**config.mk**
```make
export PLATFORM = sky130hd
export DESIGN_NAME = batch_export_queue
export DESIGN_NICKNAME = d
export VERILOG_FILES = /design/src/hw/rtl/beq_pkg.sv /design/src/hw/rtl/beq_cfg.sv /design/src/hw/rtl/beq_datapath.sv /design/src/hw/rtl/beq_ctrl.sv /design/src/hw/rtl/batch_export_queue.sv
export SDC_FILE = /design/constraint.sdc
export NUM_CORES = 2
export LEC_CHECK = 0
export BUFFER_PORTS_ARGS = -buffer_cell sky130_fd_sc_hd__buf_2
export CORE_MARGIN = 10
export CORE_UTILIZATION = 50
export CTS_CLUSTER_DIAMETER = 30
export DETAILED_ROUTE_END_ITERATION = 8
export PLACE_DENSITY = 0.72
export REMOVE_ABC_BUFFERS = 1
export SYNTH_ARGS = -nofsm -noshare
export SYNTH_HDL_FRONTEND = slang
export SYNTH_SLANG_ARGS = --single-unit
```
**constraint.sdc**
```tcl
create_clock -name clk -period 13.3 [get_ports clk]
set_input_delay 1.995 -clock clk [delete_from_list [all_inputs] [get_ports clk]]
set_output_delay 1.995 -clock clk [all_outputs]
set_load 0.05 [all_outputs]
```
**src/hw/rtl/beq_pkg.sv**
```systemverilog
// Shared types, constants and codes for the batch export queue.
package beq_pkg;

  // Queue geometry
  localparam int STORE_DEPTH  = 32;
  localparam int HANDLE_WIDTH = 16;
  localparam int PTR_W        = $clog2(STORE_DEPTH);
  localparam int CNT_W        = $clog2(STORE_DEPTH + 1);
  localparam int TIME_W       = 64;
  localparam int TOTAL_W      = 32;
  localparam int DELAY_W      = 32;
  localparam int SIZE_W       = 6;
  localparam int LIMIT_W      = 6;

  // Configuration port
  localparam int CFG_IDX_W  = 3;
  localparam int CFG_DATA_W = 32;

  typedef enum logic [1:0] {
    CMD_ENQUEUE = 2'd0,
    CMD_DEQUEUE = 2'd1,
    CMD_FLUSH   = 2'd2,
    CMD_CHECK   = 2'd3
  } cmd_t;

  typedef enum logic [1:0] {
    ST_OK          = 2'd0,
    ST_NOT_READY   = 2'd1,
    ST_FULL_BLOCKED = 2'd2
  } status_t;

  typedef enum logic [1:0] {
    TRIG_NONE      = 2'd0,
    TRIG_THRESHOLD = 2'd1,
    TRIG_DELAY     = 2'd2
  } trig_t;

  typedef enum logic [CFG_IDX_W-1:0] {
    REG_QUEUE_CAP         = 3'd0,
    REG_EXPORT_BATCH_SIZE = 3'd1,
    REG_AGE_DELAY         = 3'd2,
    REG_BATCHING_ENABLED  = 3'd3,
    REG_OVERFLOW_BLOCK    = 3'd4
  } cfg_reg_t;

  typedef struct packed {
    logic [SIZE_W-1:0]  queue_cap;
    logic [SIZE_W-1:0]  export_batch_size;
    logic [DELAY_W-1:0] age_delay;
    logic               batching_enabled;
    logic               overflow_block;
  } cfg_t;

  // Input beat payload, last declared field in the lowest bits
  typedef struct packed {
    logic                    pad;
    logic signed [TIME_W-1:0] now_ms;
    logic [LIMIT_W-1:0]      take_limit;
    logic                    record_ready;
    logic signed [TIME_W-1:0] record_end_ms;
    logic [HANDLE_WIDTH-1:0] record_handle;
  } in_item_t;

  // Output beat payload, last declared field in the lowest bits
  typedef struct packed {
    logic [1:0]              pad;
    trig_t                   trigger;
    logic [HANDLE_WIDTH-1:0] item_handle;
    logic [TOTAL_W-1:0]      block_count;
    logic [TOTAL_W-1:0]      drop_count;
    logic [CNT_W-1:0]        queue_count;
    logic                    batch_due;
    logic                    evicted;
    logic                    refused;
    logic                    accepted;
    status_t                 status;
  } out_item_t;

  // Controller to datapath commands
  typedef struct packed {
    logic enq;
    logic chk;
    logic deq_start;
    logic pop;
  } ctl_cmd_t;

  // Datapath to controller status
  typedef struct packed {
    logic out_free;
    logic n_zero;
    logic rem_one;
  } dp_stat_t;

endpackage

```
**src/hw/rtl/beq_cfg.sv**
```systemverilog
// Configuration register file of the batch export queue.
module beq_cfg (
  input  logic                               clk,
  input  logic                               rst,
  input  logic                               cfg_valid,
  output logic                               cfg_ready,
  input  logic [beq_pkg::CFG_IDX_W-1:0]      cfg_index,
  input  logic [beq_pkg::CFG_DATA_W-1:0]     cfg_data,
  output beq_pkg::cfg_t                      cfg
);
  import beq_pkg::*;

  // Writes are always taken
  assign cfg_ready = 1'b1;

  // Update the addressed register, ignore unknown indexes
  always_ff @(posedge clk) begin
    if (rst) begin
      cfg.queue_cap         <= SIZE_W'(32);
      cfg.export_batch_size <= SIZE_W'(16);
      cfg.age_delay         <= DELAY_W'(5000);
      cfg.batching_enabled  <= 1'b1;
      cfg.overflow_block    <= 1'b0;
    end else if (cfg_valid) begin
      case (cfg_index)
        REG_QUEUE_CAP:         cfg.queue_cap         <= cfg_data[SIZE_W-1:0];
        REG_EXPORT_BATCH_SIZE: cfg.export_batch_size <= cfg_data[SIZE_W-1:0];
        REG_AGE_DELAY:         cfg.age_delay         <= cfg_data[DELAY_W-1:0];
        REG_BATCHING_ENABLED:  cfg.batching_enabled  <= cfg_data[0];
        REG_OVERFLOW_BLOCK:    cfg.overflow_block    <= cfg_data[0];
        default: ;
      endcase
    end
  end

endmodule

```
**src/hw/rtl/beq_datapath.sv**
```systemverilog
// Queue storage, pointers, counters and output register of the batch export queue.
module beq_datapath (
  input  logic                 clk,
  input  logic                 rst,
  input  beq_pkg::cfg_t        cfg,
  input  beq_pkg::ctl_cmd_t    ctl,
  output beq_pkg::dp_stat_t    stat,
  input  beq_pkg::cmd_t        cmd,
  input  beq_pkg::in_item_t    item,
  output logic                 out_valid,
  input  logic                 out_ready,
  output beq_pkg::out_item_t   out_item,
  output logic                 out_last,
  output logic                 out_flag
);
  import beq_pkg::*;

  logic [HANDLE_WIDTH-1:0] handle_store   [STORE_DEPTH];
  logic [TIME_W-1:0]       end_time_store [STORE_DEPTH];

  logic [PTR_W-1:0]   head_ptr, tail_ptr;
  logic [CNT_W-1:0]   occupancy;
  logic [TOTAL_W-1:0] drop_total, blocked_total;
  logic [CNT_W-1:0]   rem;

  logic [CNT_W-1:0]        cap;
  logic                    full;
  logic [HANDLE_WIDTH-1:0] head_handle;
  logic [TIME_W-1:0]       head_end;
  logic                    do_block, do_drop, do_store;
  logic [CNT_W-1:0]        enq_occ;
  logic [TOTAL_W-1:0]      drop_next, blocked_next;
  logic [TIME_W-1:0]       age;
  logic                    age_hit;
  trig_t                   trig;
  logic [CNT_W-1:0]        lim, deq_n;
  logic                    load;
  out_item_t               res;
  logic                    res_last, res_flag;

  function automatic logic [PTR_W-1:0] next_ptr(input logic [PTR_W-1:0] p);
    return (p == PTR_W'(STORE_DEPTH - 1)) ? '0 : p + PTR_W'(1);
  endfunction

  // Effective capacity: zero acts as one, clamp to the store depth
  always_comb begin
    if (cfg.queue_cap == '0)
      cap = CNT_W'(1);
    else if (CNT_W'(cfg.queue_cap) > CNT_W'(STORE_DEPTH))
      cap = CNT_W'(STORE_DEPTH);
    else
      cap = CNT_W'(cfg.queue_cap);
  end

  assign full        = occupancy >= cap;
  assign head_handle = handle_store[head_ptr];
  assign head_end    = end_time_store[head_ptr];

  // Enqueue outcome and saturating totals
  assign do_block = item.record_ready && full && cfg.overflow_block;
  assign do_drop  = item.record_ready && full && !cfg.overflow_block;
  assign do_store = item.record_ready && !do_block;
  assign enq_occ  = do_drop ? occupancy : occupancy + CNT_W'(1);

  assign drop_next    = (do_drop && drop_total != '1) ? drop_total + TOTAL_W'(1)
                                                      : drop_total;
  assign blocked_next = (do_block && blocked_total != '1) ? blocked_total + TOTAL_W'(1)
                                                           : blocked_total;

  // Head age against schedule delay; a negative age never fires
  assign age     = item.now_ms - head_end;
  assign age_hit = !($signed(item.now_ms) < $signed(head_end)) &&
                   (age >= TIME_W'(cfg.age_delay));

  always_comb begin
    if (occupancy == '0)
      trig = TRIG_NONE;
    else if (!cfg.batching_enabled || occupancy >= CNT_W'(cfg.export_batch_size))
      trig = TRIG_THRESHOLD;
    else if (age_hit)
      trig = TRIG_DELAY;
    else
      trig = TRIG_NONE;
  end

  // Dequeue length; the result never exceeds the occupancy
  always_comb begin
    if (cmd == CMD_FLUSH)
      lim = occupancy;
    else if (item.take_limit == '0)
      lim = cfg.batching_enabled ? CNT_W'(cfg.export_batch_size) : occupancy;
    else
      lim = CNT_W'(item.take_limit);
    deq_n = (lim < occupancy) ? lim : occupancy;
  end

  assign stat.out_free = !out_valid || out_ready;
  assign stat.n_zero   = deq_n == '0;
  assign stat.rem_one  = rem == CNT_W'(1);

  assign load = ctl.enq || ctl.chk || (ctl.deq_start && stat.n_zero) || ctl.pop;

  // Build the next result beat
  always_comb begin
    res             = '0;
    res.status      = ST_OK;
    res.trigger     = TRIG_NONE;
    res.queue_count = occupancy;
    res.drop_count  = drop_total;
    res.block_count = blocked_total;
    res_last        = 1'b1;
    res_flag        = 1'b0;
    if (ctl.enq) begin
      res.drop_count  = drop_next;
      res.block_count = blocked_next;
      if (!item.record_ready) begin
        res.status = ST_NOT_READY;
      end else if (do_block) begin
        res.status  = ST_FULL_BLOCKED;
        res.refused = 1'b1;
      end else begin
        res.accepted    = 1'b1;
        res.evicted     = do_drop;
        res.queue_count = enq_occ;
        res.batch_due   = enq_occ >= CNT_W'(cfg.export_batch_size);
      end
    end else if (ctl.chk) begin
      res.trigger = trig;
    end else if (ctl.pop) begin
      res.item_handle = head_handle;
      res_flag        = 1'b1;
      res_last        = stat.rem_one;
    end
  end

  // Control state: pointers, occupancy, totals, pending pops, output valid
  always_ff @(posedge clk) begin
    if (rst) begin
      head_ptr      <= '0;
      tail_ptr      <= '0;
      occupancy     <= '0;
      drop_total    <= '0;
      blocked_total <= '0;
      rem           <= '0;
      out_valid     <= 1'b0;
    end else begin
      if (load)
        out_valid <= 1'b1;
      else if (out_ready)
        out_valid <= 1'b0;
      if (ctl.enq) begin
        drop_total    <= drop_next;
        blocked_total <= blocked_next;
        if (do_drop)
          head_ptr <= next_ptr(head_ptr);
        if (do_store) begin
          tail_ptr  <= next_ptr(tail_ptr);
          occupancy <= enq_occ;
        end
      end
      // Occupancy takes its final value at the start of a dequeue
      if (ctl.deq_start) begin
        occupancy <= occupancy - deq_n;
        rem       <= deq_n;
      end
      if (ctl.pop) begin
        head_ptr <= next_ptr(head_ptr);
        rem      <= rem - CNT_W'(1);
      end
    end
  end

  // Store writes and output payload
  always_ff @(posedge clk) begin
    if (ctl.enq && do_store) begin
      handle_store[tail_ptr]   <= item.record_handle;
      end_time_store[tail_ptr] <= item.record_end_ms;
    end
    if (load) begin
      out_item <= res;
      out_last <= res_last;
      out_flag <= res_flag;
    end
  end

endmodule

```
**src/hw/rtl/beq_ctrl.sv**
```systemverilog
// Command sequencer of the batch export queue.
module beq_ctrl (
  input  logic              clk,
  input  logic              rst,
  input  logic              in_valid,
  output logic              in_ready,
  input  beq_pkg::cmd_t     cmd,
  input  beq_pkg::dp_stat_t stat,
  output beq_pkg::ctl_cmd_t ctl
);
  import beq_pkg::*;

  typedef enum logic {
    S_IDLE,
    S_POP
  } state_t;

  state_t state;
  logic   take;

  // Accept a beat only while idle with room in the output register
  always_comb begin
    in_ready      = (state == S_IDLE) && stat.out_free;
    take          = in_valid && in_ready;
    ctl.enq       = take && (cmd == CMD_ENQUEUE);
    ctl.chk       = take && (cmd == CMD_CHECK);
    ctl.deq_start = take && (cmd == CMD_DEQUEUE || cmd == CMD_FLUSH);
    ctl.pop       = (state == S_POP) && stat.out_free;
  end

  // Advance between idle and the record emission loop
  always_ff @(posedge clk) begin
    if (rst) begin
      state <= S_IDLE;
    end else begin
      unique case (state)
        S_IDLE: begin
          if (ctl.deq_start && !stat.n_zero)
            state <= S_POP;
        end
        S_POP: begin
          if (ctl.pop && stat.rem_one)
            state <= S_IDLE;
        end
        default: state <= S_IDLE;
      endcase
    end
  end

endmodule

```
**src/hw/rtl/batch_export_queue.sv**
```systemverilog
// Top level of the batch export queue.
//
// Bounded FIFO of finished records (handle plus end time). Enqueue and check commands
// give one beat each; a dequeue or flush first sizes the batch and then removes the
// records one by one, each record one output beat, since the single read port at the
// head pointer yields one record a cycle while the output register has room. A removal
// of nothing gives one beat, marked last. The output register lets a new command enter
// while the last beat is still waiting, as long as it is taken in that same cycle.
// Record storage has no reset: it is only read where written. Configuration writes
// are accepted every cycle and must only be made while the queue is idle.
module batch_export_queue (
  input  logic                            clk,
  input  logic                            rst,
  // Configuration write channel
  input  logic                            cfg_valid,
  output logic                            cfg_ready,
  input  logic [beq_pkg::CFG_IDX_W-1:0]   cfg_index,
  input  logic [beq_pkg::CFG_DATA_W-1:0]  cfg_data,
  // Command stream
  input  logic                            s_tvalid,
  output logic                            s_tready,
  // record_handle, record_end_ms, record_ready, take_limit, now_ms, zero pad
  input  beq_pkg::in_item_t               s_tdata,
  // cmd
  input  beq_pkg::cmd_t                   s_tuser,
  // Result stream
  output logic                            m_tvalid,
  input  logic                            m_tready,
  // status, accepted, refused, evicted, batch_due, queue_count,
  // drop_count, block_count, item_handle, trigger, zero pad
  output beq_pkg::out_item_t              m_tdata,
  // item_valid
  output logic                            m_tuser,
  output logic                            m_tlast
);
  import beq_pkg::*;

  cfg_t     cfg;
  ctl_cmd_t ctl;
  dp_stat_t stat;

  beq_cfg u_cfg (
    .clk       (clk),
    .rst       (rst),
    .cfg_valid (cfg_valid),
    .cfg_ready (cfg_ready),
    .cfg_index (cfg_index),
    .cfg_data  (cfg_data),
    .cfg       (cfg)
  );

  beq_ctrl u_ctrl (
    .clk      (clk),
    .rst      (rst),
    .in_valid (s_tvalid),
    .in_ready (s_tready),
    .cmd      (s_tuser),
    .stat     (stat),
    .ctl      (ctl)
  );

  beq_datapath u_dp (
    .clk       (clk),
    .rst       (rst),
    .cfg       (cfg),
    .ctl       (ctl),
    .stat      (stat),
    .cmd       (s_tuser),
    .item      (s_tdata),
    .out_valid (m_tvalid),
    .out_ready (m_tready),
    .out_item  (m_tdata),
    .out_last  (m_tlast),
    .out_flag  (m_tuser)
  );

endmodule
```
==> impl_results.html <==
<table>
<tr><th>Metric</th><th>Value</th></tr>
<tr><th colspan="2">Flow run</th></tr>
<tr><td>Max Cap Viol</td><td>0</td></tr>
<tr><th colspan="2">Worst setup path</th></tr>
<tr><td>Category of the worst setup path capture point</td><td>flop</td></tr>
<tr><td>Top fanout value on the critical path</td><td>between 70 and 80</td></tr>
<tr><td>Cell seen most often among critical-path stages</td><td>sky130_fd_sc_hd__nor4_1</td></tr>
<tr><td>Reg-to-reg endpoint</td><td>u_dp.out_item[93]</td></tr>
<tr><td>Worst reg-to-reg setup slack</td><td>about 4.6 ns</td></tr>
<tr><td>Critical setup path kind</td><td>reg -&gt; reg</td></tr>
<tr><td>Data required time of the worst path</td><td>~14 ns</td></tr>
<tr><td>Crit path DAT</td><td>about 9.4 ns</td></tr>
<tr><td>Cell type group with the largest total delay on the critical path</td><td>compound AO/OA/AOI/OAI gates</td></tr>
<tr><td>Worst stage delay on the critical path</td><td>roughly 0.87 ns</td></tr>
<tr><td>Slowest library cell on the worst path</td><td>sky130_fd_sc_hd__dfxtp_4</td></tr>
<tr><td>Bufs and invs on worst path</td><td>3</td></tr>
<tr><td>Worst Reg-to-Reg Cells</td><td>26</td></tr>
<tr><td>Category of the worst setup path launch point</td><td>flop</td></tr>
<tr><th colspan="2">Placed design</th></tr>
<tr><td>Setup WS pre-CTS</td><td>4.70 ns</td></tr>
<tr><td>GP Congestion</td><td>0.931</td></tr>
<tr><td>Number of input and output port buffers inserted</td><td>290</td></tr>
<tr><td>Post-detailed-placement half-perimeter wirelength</td><td>between 150 and 200 mm</td></tr>
<tr><td>Post-Place Cells</td><td>slightly below 9000</td></tr>
<tr><th colspan="2">Timing</th></tr>
<tr><td>Worst clock skew</td><td>0.0884 ns</td></tr>
<tr><td>Max-slew violation total from the final report</td><td>0</td></tr>
<tr><td>Unrepaired setup endpoints after global routing</td><td>no</td></tr>
<tr><td>Relative slew slack</td><td>19.5%</td></tr>
<tr><td>Total setup violations reported at the end of the flow</td><td>0</td></tr>
<tr><td>Post-route minimum period</td><td>8.74 ns</td></tr>
<tr><td>Final setup TNS</td><td>0 ns</td></tr>
<tr><td>Final critical-path share of the clock period</td><td>65.7%</td></tr>
<tr><td>Worst path setup slack after routing</td><td>about 4.6 ns</td></tr>
<tr><td>Transition time at the pin with the least slew margin</td><td>1.20 ns</td></tr>
<tr><td>Top achievable clock speed</td><td>about 110 MHz</td></tr>
<tr><td>Hold violation total from the final report</td><td>0</td></tr>
<tr><th colspan="2">Global route</th></tr>
<tr><td>Combined global-route utilization of all metal layers</td><td>24.9%</td></tr>
<tr><td>GRT Residual Overflow</td><td>0</td></tr>
<tr><td>Pin count of the biggest net entering global routing</td><td>approximately 150</td></tr>
<tr><td>Via count of the first global-routing pass</td><td>61800</td></tr>
<tr><td>Antenna violations before repair</td><td>39</td></tr>
<tr><td>Wire length of the first global-routing pass</td><td>442 mm</td></tr>
<tr><th colspan="2">Power and ir drop</th></tr>
<tr><td>Relative contribution of combinational cells to total power</td><td>12.6%</td></tr>
<tr><td>Static power due to leakage</td><td>42.8 nW</td></tr>
<tr><td>Highest ir drop seen on vdd</td><td>0.111 mV</td></tr>
<tr><td>Total power density per cell area</td><td>187 nW/µm²</td></tr>
<tr><td>Switching component of the power</td><td>6.24 mW</td></tr>
<tr><td>Switching share of power</td><td>25.0%</td></tr>
<tr><td>Relative contribution of the clock network to total power</td><td>47.6%</td></tr>
<tr><td>Internal Dissipation</td><td>18.7 mW</td></tr>
<tr><td>Portion of total power attributed to sequential cells</td><td>39.7%</td></tr>
<tr><th colspan="2">Floorplanning</th></tr>
<tr><td>Core area</td><td>223000 µm²</td></tr>
<tr><td>Width of the chip</td><td>494 µm</td></tr>
<tr><td>Area enclosed by the die boundary</td><td>244000 µm²</td></tr>
<tr><td>Chip height</td><td>494 µm</td></tr>
<tr><td>Standard-cell rows</td><td>173</td></tr>
<tr><td>I/O pin count</td><td>295</td></tr>
<tr><td>Initial core utilization</td><td>between 50% and 60%</td></tr>
<tr><th colspan="2">Cells and area</th></tr>
<tr><td>Area growth syn-to-layout</td><td>18.8%</td></tr>
<tr><td>Nets</td><td>6488</td></tr>
<tr><td>Count of placed standard cells in the final layout, fillers left out</td><td>between 9000 and 10000</td></tr>
<tr><td>Ratio of cells with drive above 1 in the final layout</td><td>31.2%</td></tr>
<tr><td>Fillcell total</td><td>15200</td></tr>
<tr><th colspan="2">Drt</th></tr>
<tr><td>Ratio of routed vias to standard cells</td><td>around 6.3</td></tr>
<tr><td>Via count of the routed design</td><td>60500</td></tr>
<tr><td>Final routed wire length divided by cell count</td><td>32.5 µm</td></tr>
<tr><td>Routed wire length</td><td>around 310 mm</td></tr>
<tr><td>DR DRC count</td><td>0</td></tr>
<tr><td>Drt first pass iters</td><td>6</td></tr>
<tr><td>Iter 0 DRT Violations</td><td>roughly 7600</td></tr>
<tr><td>Number of nets with antenna violations after detailed routing</td><td>0</td></tr>
<tr><th colspan="2">Synthesis</th></tr>
<tr><td>Synth Register Bits</td><td>2794</td></tr>
<tr><td>Portion of the post-synthesis area used by sequential elements</td><td>73.4%</td></tr>
<tr><td>Share of Yosys cell area claimed by the top area cell type</td><td>70.9%</td></tr>
<tr><td>Cell count after synthesis</td><td>5549</td></tr>
<tr><td>Biggest area contributors in the synthesized netlist</td><td>sky130_fd_sc_hd__edfxtp_1 71%, sky130_fd_sc_hd__mux4_2 16%, sky130_fd_sc_hd__dfxtp_1 2.5%</td></tr>
<tr><td>Proportion of synthesized flip-flops having asynchronous set or reset</td><td>0%</td></tr>
<tr><td>Cell type contributing the most total cell area after synthesis</td><td>sky130_fd_sc_hd__edfxtp_1</td></tr>
<tr><td>Number of distinct standard cells referenced by the synthesized netlist</td><td>82</td></tr>
<tr><td>Number of flops mapped to enable cells by yosys</td><td>2655</td></tr>
<tr><td>Dominant register cell in the synthesized netlist</td><td>sky130_fd_sc_hd__edfxtp_1</td></tr>
<tr><td>Yosys warnings</td><td>0</td></tr>
<tr><td>Synth Area per Inst</td><td>20.3 µm²</td></tr>
<tr><td>Post-synthesis instance area</td><td>approximately 110000 µm²</td></tr>
<tr><th colspan="2">Worst hold path</th></tr>
<tr><td>Number of cells traversed by the worst hold path</td><td>2</td></tr>
<tr><td>Worst min-delay path category</td><td>reg -&gt; reg</td></tr>
<tr><td>Worst Hold Endpoint</td><td>u_cfg.cfg[18]</td></tr>
<tr><td>Worst hold path startpoint</td><td>u_cfg.cfg[18]</td></tr>
<tr><th colspan="2">Clock network</th></tr>
<tr><td>Clock tree from TritonCTS</td><td>done</td></tr>
<tr><td>Clock latency at the later pin of the worst-skew pair</td><td>1.02 ns</td></tr>
<tr><td>Number of buffers added to fix hold violations after cts</td><td>0</td></tr>
<tr><td>CTS H-tree depth</td><td>5</td></tr>
<tr><td>Clock Root Buffer</td><td>sky130_fd_sc_hd__clkbuf_16</td></tr>
<tr><td>Post-CTS resize count</td><td>0</td></tr>
<tr><td>Number of clock sinks</td><td>2794</td></tr>
<tr><td>Post-CTS repair timing setup buffer count</td><td>0</td></tr>
<tr><td>Post-CTS clock slew at the launch and capture registers of the worst setup and hold paths</td><td>around 0.060 ns</td></tr>
<tr><td>Cts bufs inserted</td><td>466</td></tr>
<tr><td>Maximum clock insertion buffer count</td><td>4</td></tr>
<tr><th colspan="2">Status</th></tr>
<tr><td>Run status</td><td>finished, final reports clean</td></tr>
</table>
==> synth_stat cells, types with 12 or more instances <==
library cell	n
sky130_fd_sc_hd__a21o_1	43
sky130_fd_sc_hd__o21ai_0	91
sky130_fd_sc_hd__o21a_1	19
sky130_fd_sc_hd__mux4_2	788
sky130_fd_sc_hd__o211ai_1	17
sky130_fd_sc_hd__nor3_1	29
sky130_fd_sc_hd__and3_1	33
sky130_fd_sc_hd__edfxtp_1	2655
sky130_fd_sc_hd__nor2b_1	25
sky130_fd_sc_hd__dfxtp_1	139
sky130_fd_sc_hd__inv_1	74
sky130_fd_sc_hd__nand3_1	58
sky130_fd_sc_hd__a31oi_1	13
sky130_fd_sc_hd__nor2_1	175
sky130_fd_sc_hd__nand2_1	224
sky130_fd_sc_hd__xor2_1	43
sky130_fd_sc_hd__mux2i_1	115
sky130_fd_sc_hd__and2_1	60
sky130_fd_sc_hd__mux2_2	19
sky130_fd_sc_hd__buf_1	71
sky130_fd_sc_hd__clkbuf_1	189
sky130_fd_sc_hd__or3_1	17
sky130_fd_sc_hd__nor4_1	32
sky130_fd_sc_hd__or4_1	12
sky130_fd_sc_hd__ha_1	140
sky130_fd_sc_hd__nand4_1	46
sky130_fd_sc_hd__nand2b_1	22
sky130_fd_sc_hd__a21oi_1	172
sky130_fd_sc_hd__xnor2_1	69
==> power groups by stage <==
| stage | registers, mW | clock network (mW) | logic (mW) |
|---|---|---|---|
| floorplan | 10.7 | 0 | 2.69 |
| global placement | 10.1 | 0 | 3.11 |
| detailed placement | 10.1 | 0 | 3.14 |
| CTS | 9.92 | 12.0 | 3.17 |
| global route | 9.93 | 12.4 | 3.39 |
| finish | 9.92 | 11.9 | 3.15 |
==> area by class of cell <==
cell class | count | area [µm²] | area share (%)
flip-flops and latches | 2794 | 82500 | 61.8
multi-input cells | 2411 | 28800 | 21.6
clock buffers | 533 | 12200 | 9.11
well taps | 2975 | 3720 | 2.79
clock inverters | 322 | 3550 | 2.66
repair buffers | 404 | 2400 | 1.80
inverters | 75 | 282 | 0.211
diodes | 16 | 40.0 | 0.0300
==> how the worst max path moves through the flow <==
stage | startpoint | end | slack (ns) | cells after the start
floorplan | flop | u_dp.out_item[93] | -13.28 | 23
global placement | flop | u_dp.out_item[93] | 4.62 | 26
detailed placement | flop | u_dp.out_item[93] | 4.70 | 26
CTS | flop | u_dp.out_item[93] | 4.41 | 26
global route | flop | u_dp.out_item[93] | 3.68 | 26
finish | flop | u_dp.out_item[93] | 4.56 | 26
==> registers in the layout, summed over array words and instances (netlist names), named ones only <==
register	count
u_dp.handle_store	512
u_dp.tail_ptr	5
u_dp.out_item	93
u_dp.rem	6
u_dp.out_valid	1
u_dp.end_time_store	2048
u_ctrl.state	1
u_dp.occupancy	6
u_cfg.cfg	46
u_dp.head_ptr	5
u_dp.blocked_total	32
u_dp.out_flag	1
u_dp.out_last	1
u_dp.drop_total	32
==> worst min-delay path: cells and delay by family, from the launching register on <==
family,cells,cell delay (ns)
AO/OA/AOI/OAI,1,0.05
flip-flops,1,0.30
AND/OR/NAND/NOR,1,0.05
==> routing by layer <==
metal  wire, µm  share of wire (%)  global-route usage, %  vias to the layer above
met4      14300                4.6                   11.1                       36
met5        230              0.074                      0                        -
li1           -                  -                      -                    24400
met2     151000                 49                   40.0                     3672
met1     114000                 37                   32.5                    31700
met3      30500                9.9                   5.94                      675
==> per-stage QoR <==
step	power, mW	instance area (µm²)	hold slack (ns)	util (%)
3_3_place_gp	13.2	118000	0.451	52.8
4_1_cts	25.1	133000	0.455	59.9
3_5_place_dp	13.2	118000	0.449	52.8
2_1_floorplan	13.4	111000	0.430	-
5_1_grt	25.7	134000	0.469	59.9
6_report	25.0	134000	0.453	59.9
==> placed cells by master, fill, tap and decap left out, drive strengths merged, types with 9 or more instances in the layout <==
cell type / instances
bufinv: 54
or2: 9
buf: 404
and3: 33
edfxtp: 2655
nand2: 224
or4: 12
and2: 60
clkinv: 160
o21a: 19
inv: 132
a21o: 44
xor2: 43
nor4: 34
a31oi: 13
or3: 17
xnor2: 69
dfxtp: 139
and4: 9
clkinvlp: 51
a21oi: 173
nand3: 58
diode: 16
nor2: 176
mux2: 19
mux2i: 115
nand4: 46
nor3: 29
ha: 140
nor2b: 25
o211ai: 17
o21ai: 98
a211oi: 9
nand2b: 22
mux4: 788
clkbuf: 533
==> cells by family after synthesis <==
group                    share of synthesized area [%]
AO/OA/AOI/OAI                                     2.53
other                                          0.00668
flip-flops                                        73.4
XOR/XNOR                                         0.873
AND/OR/NAND/NOR                                   3.43
adder cells (fa/ha/maj)                           1.59
multiplexers                                      17.0
buffers and inverters                             1.17
No activity file was read; power rests on OpenSTA's default activity.
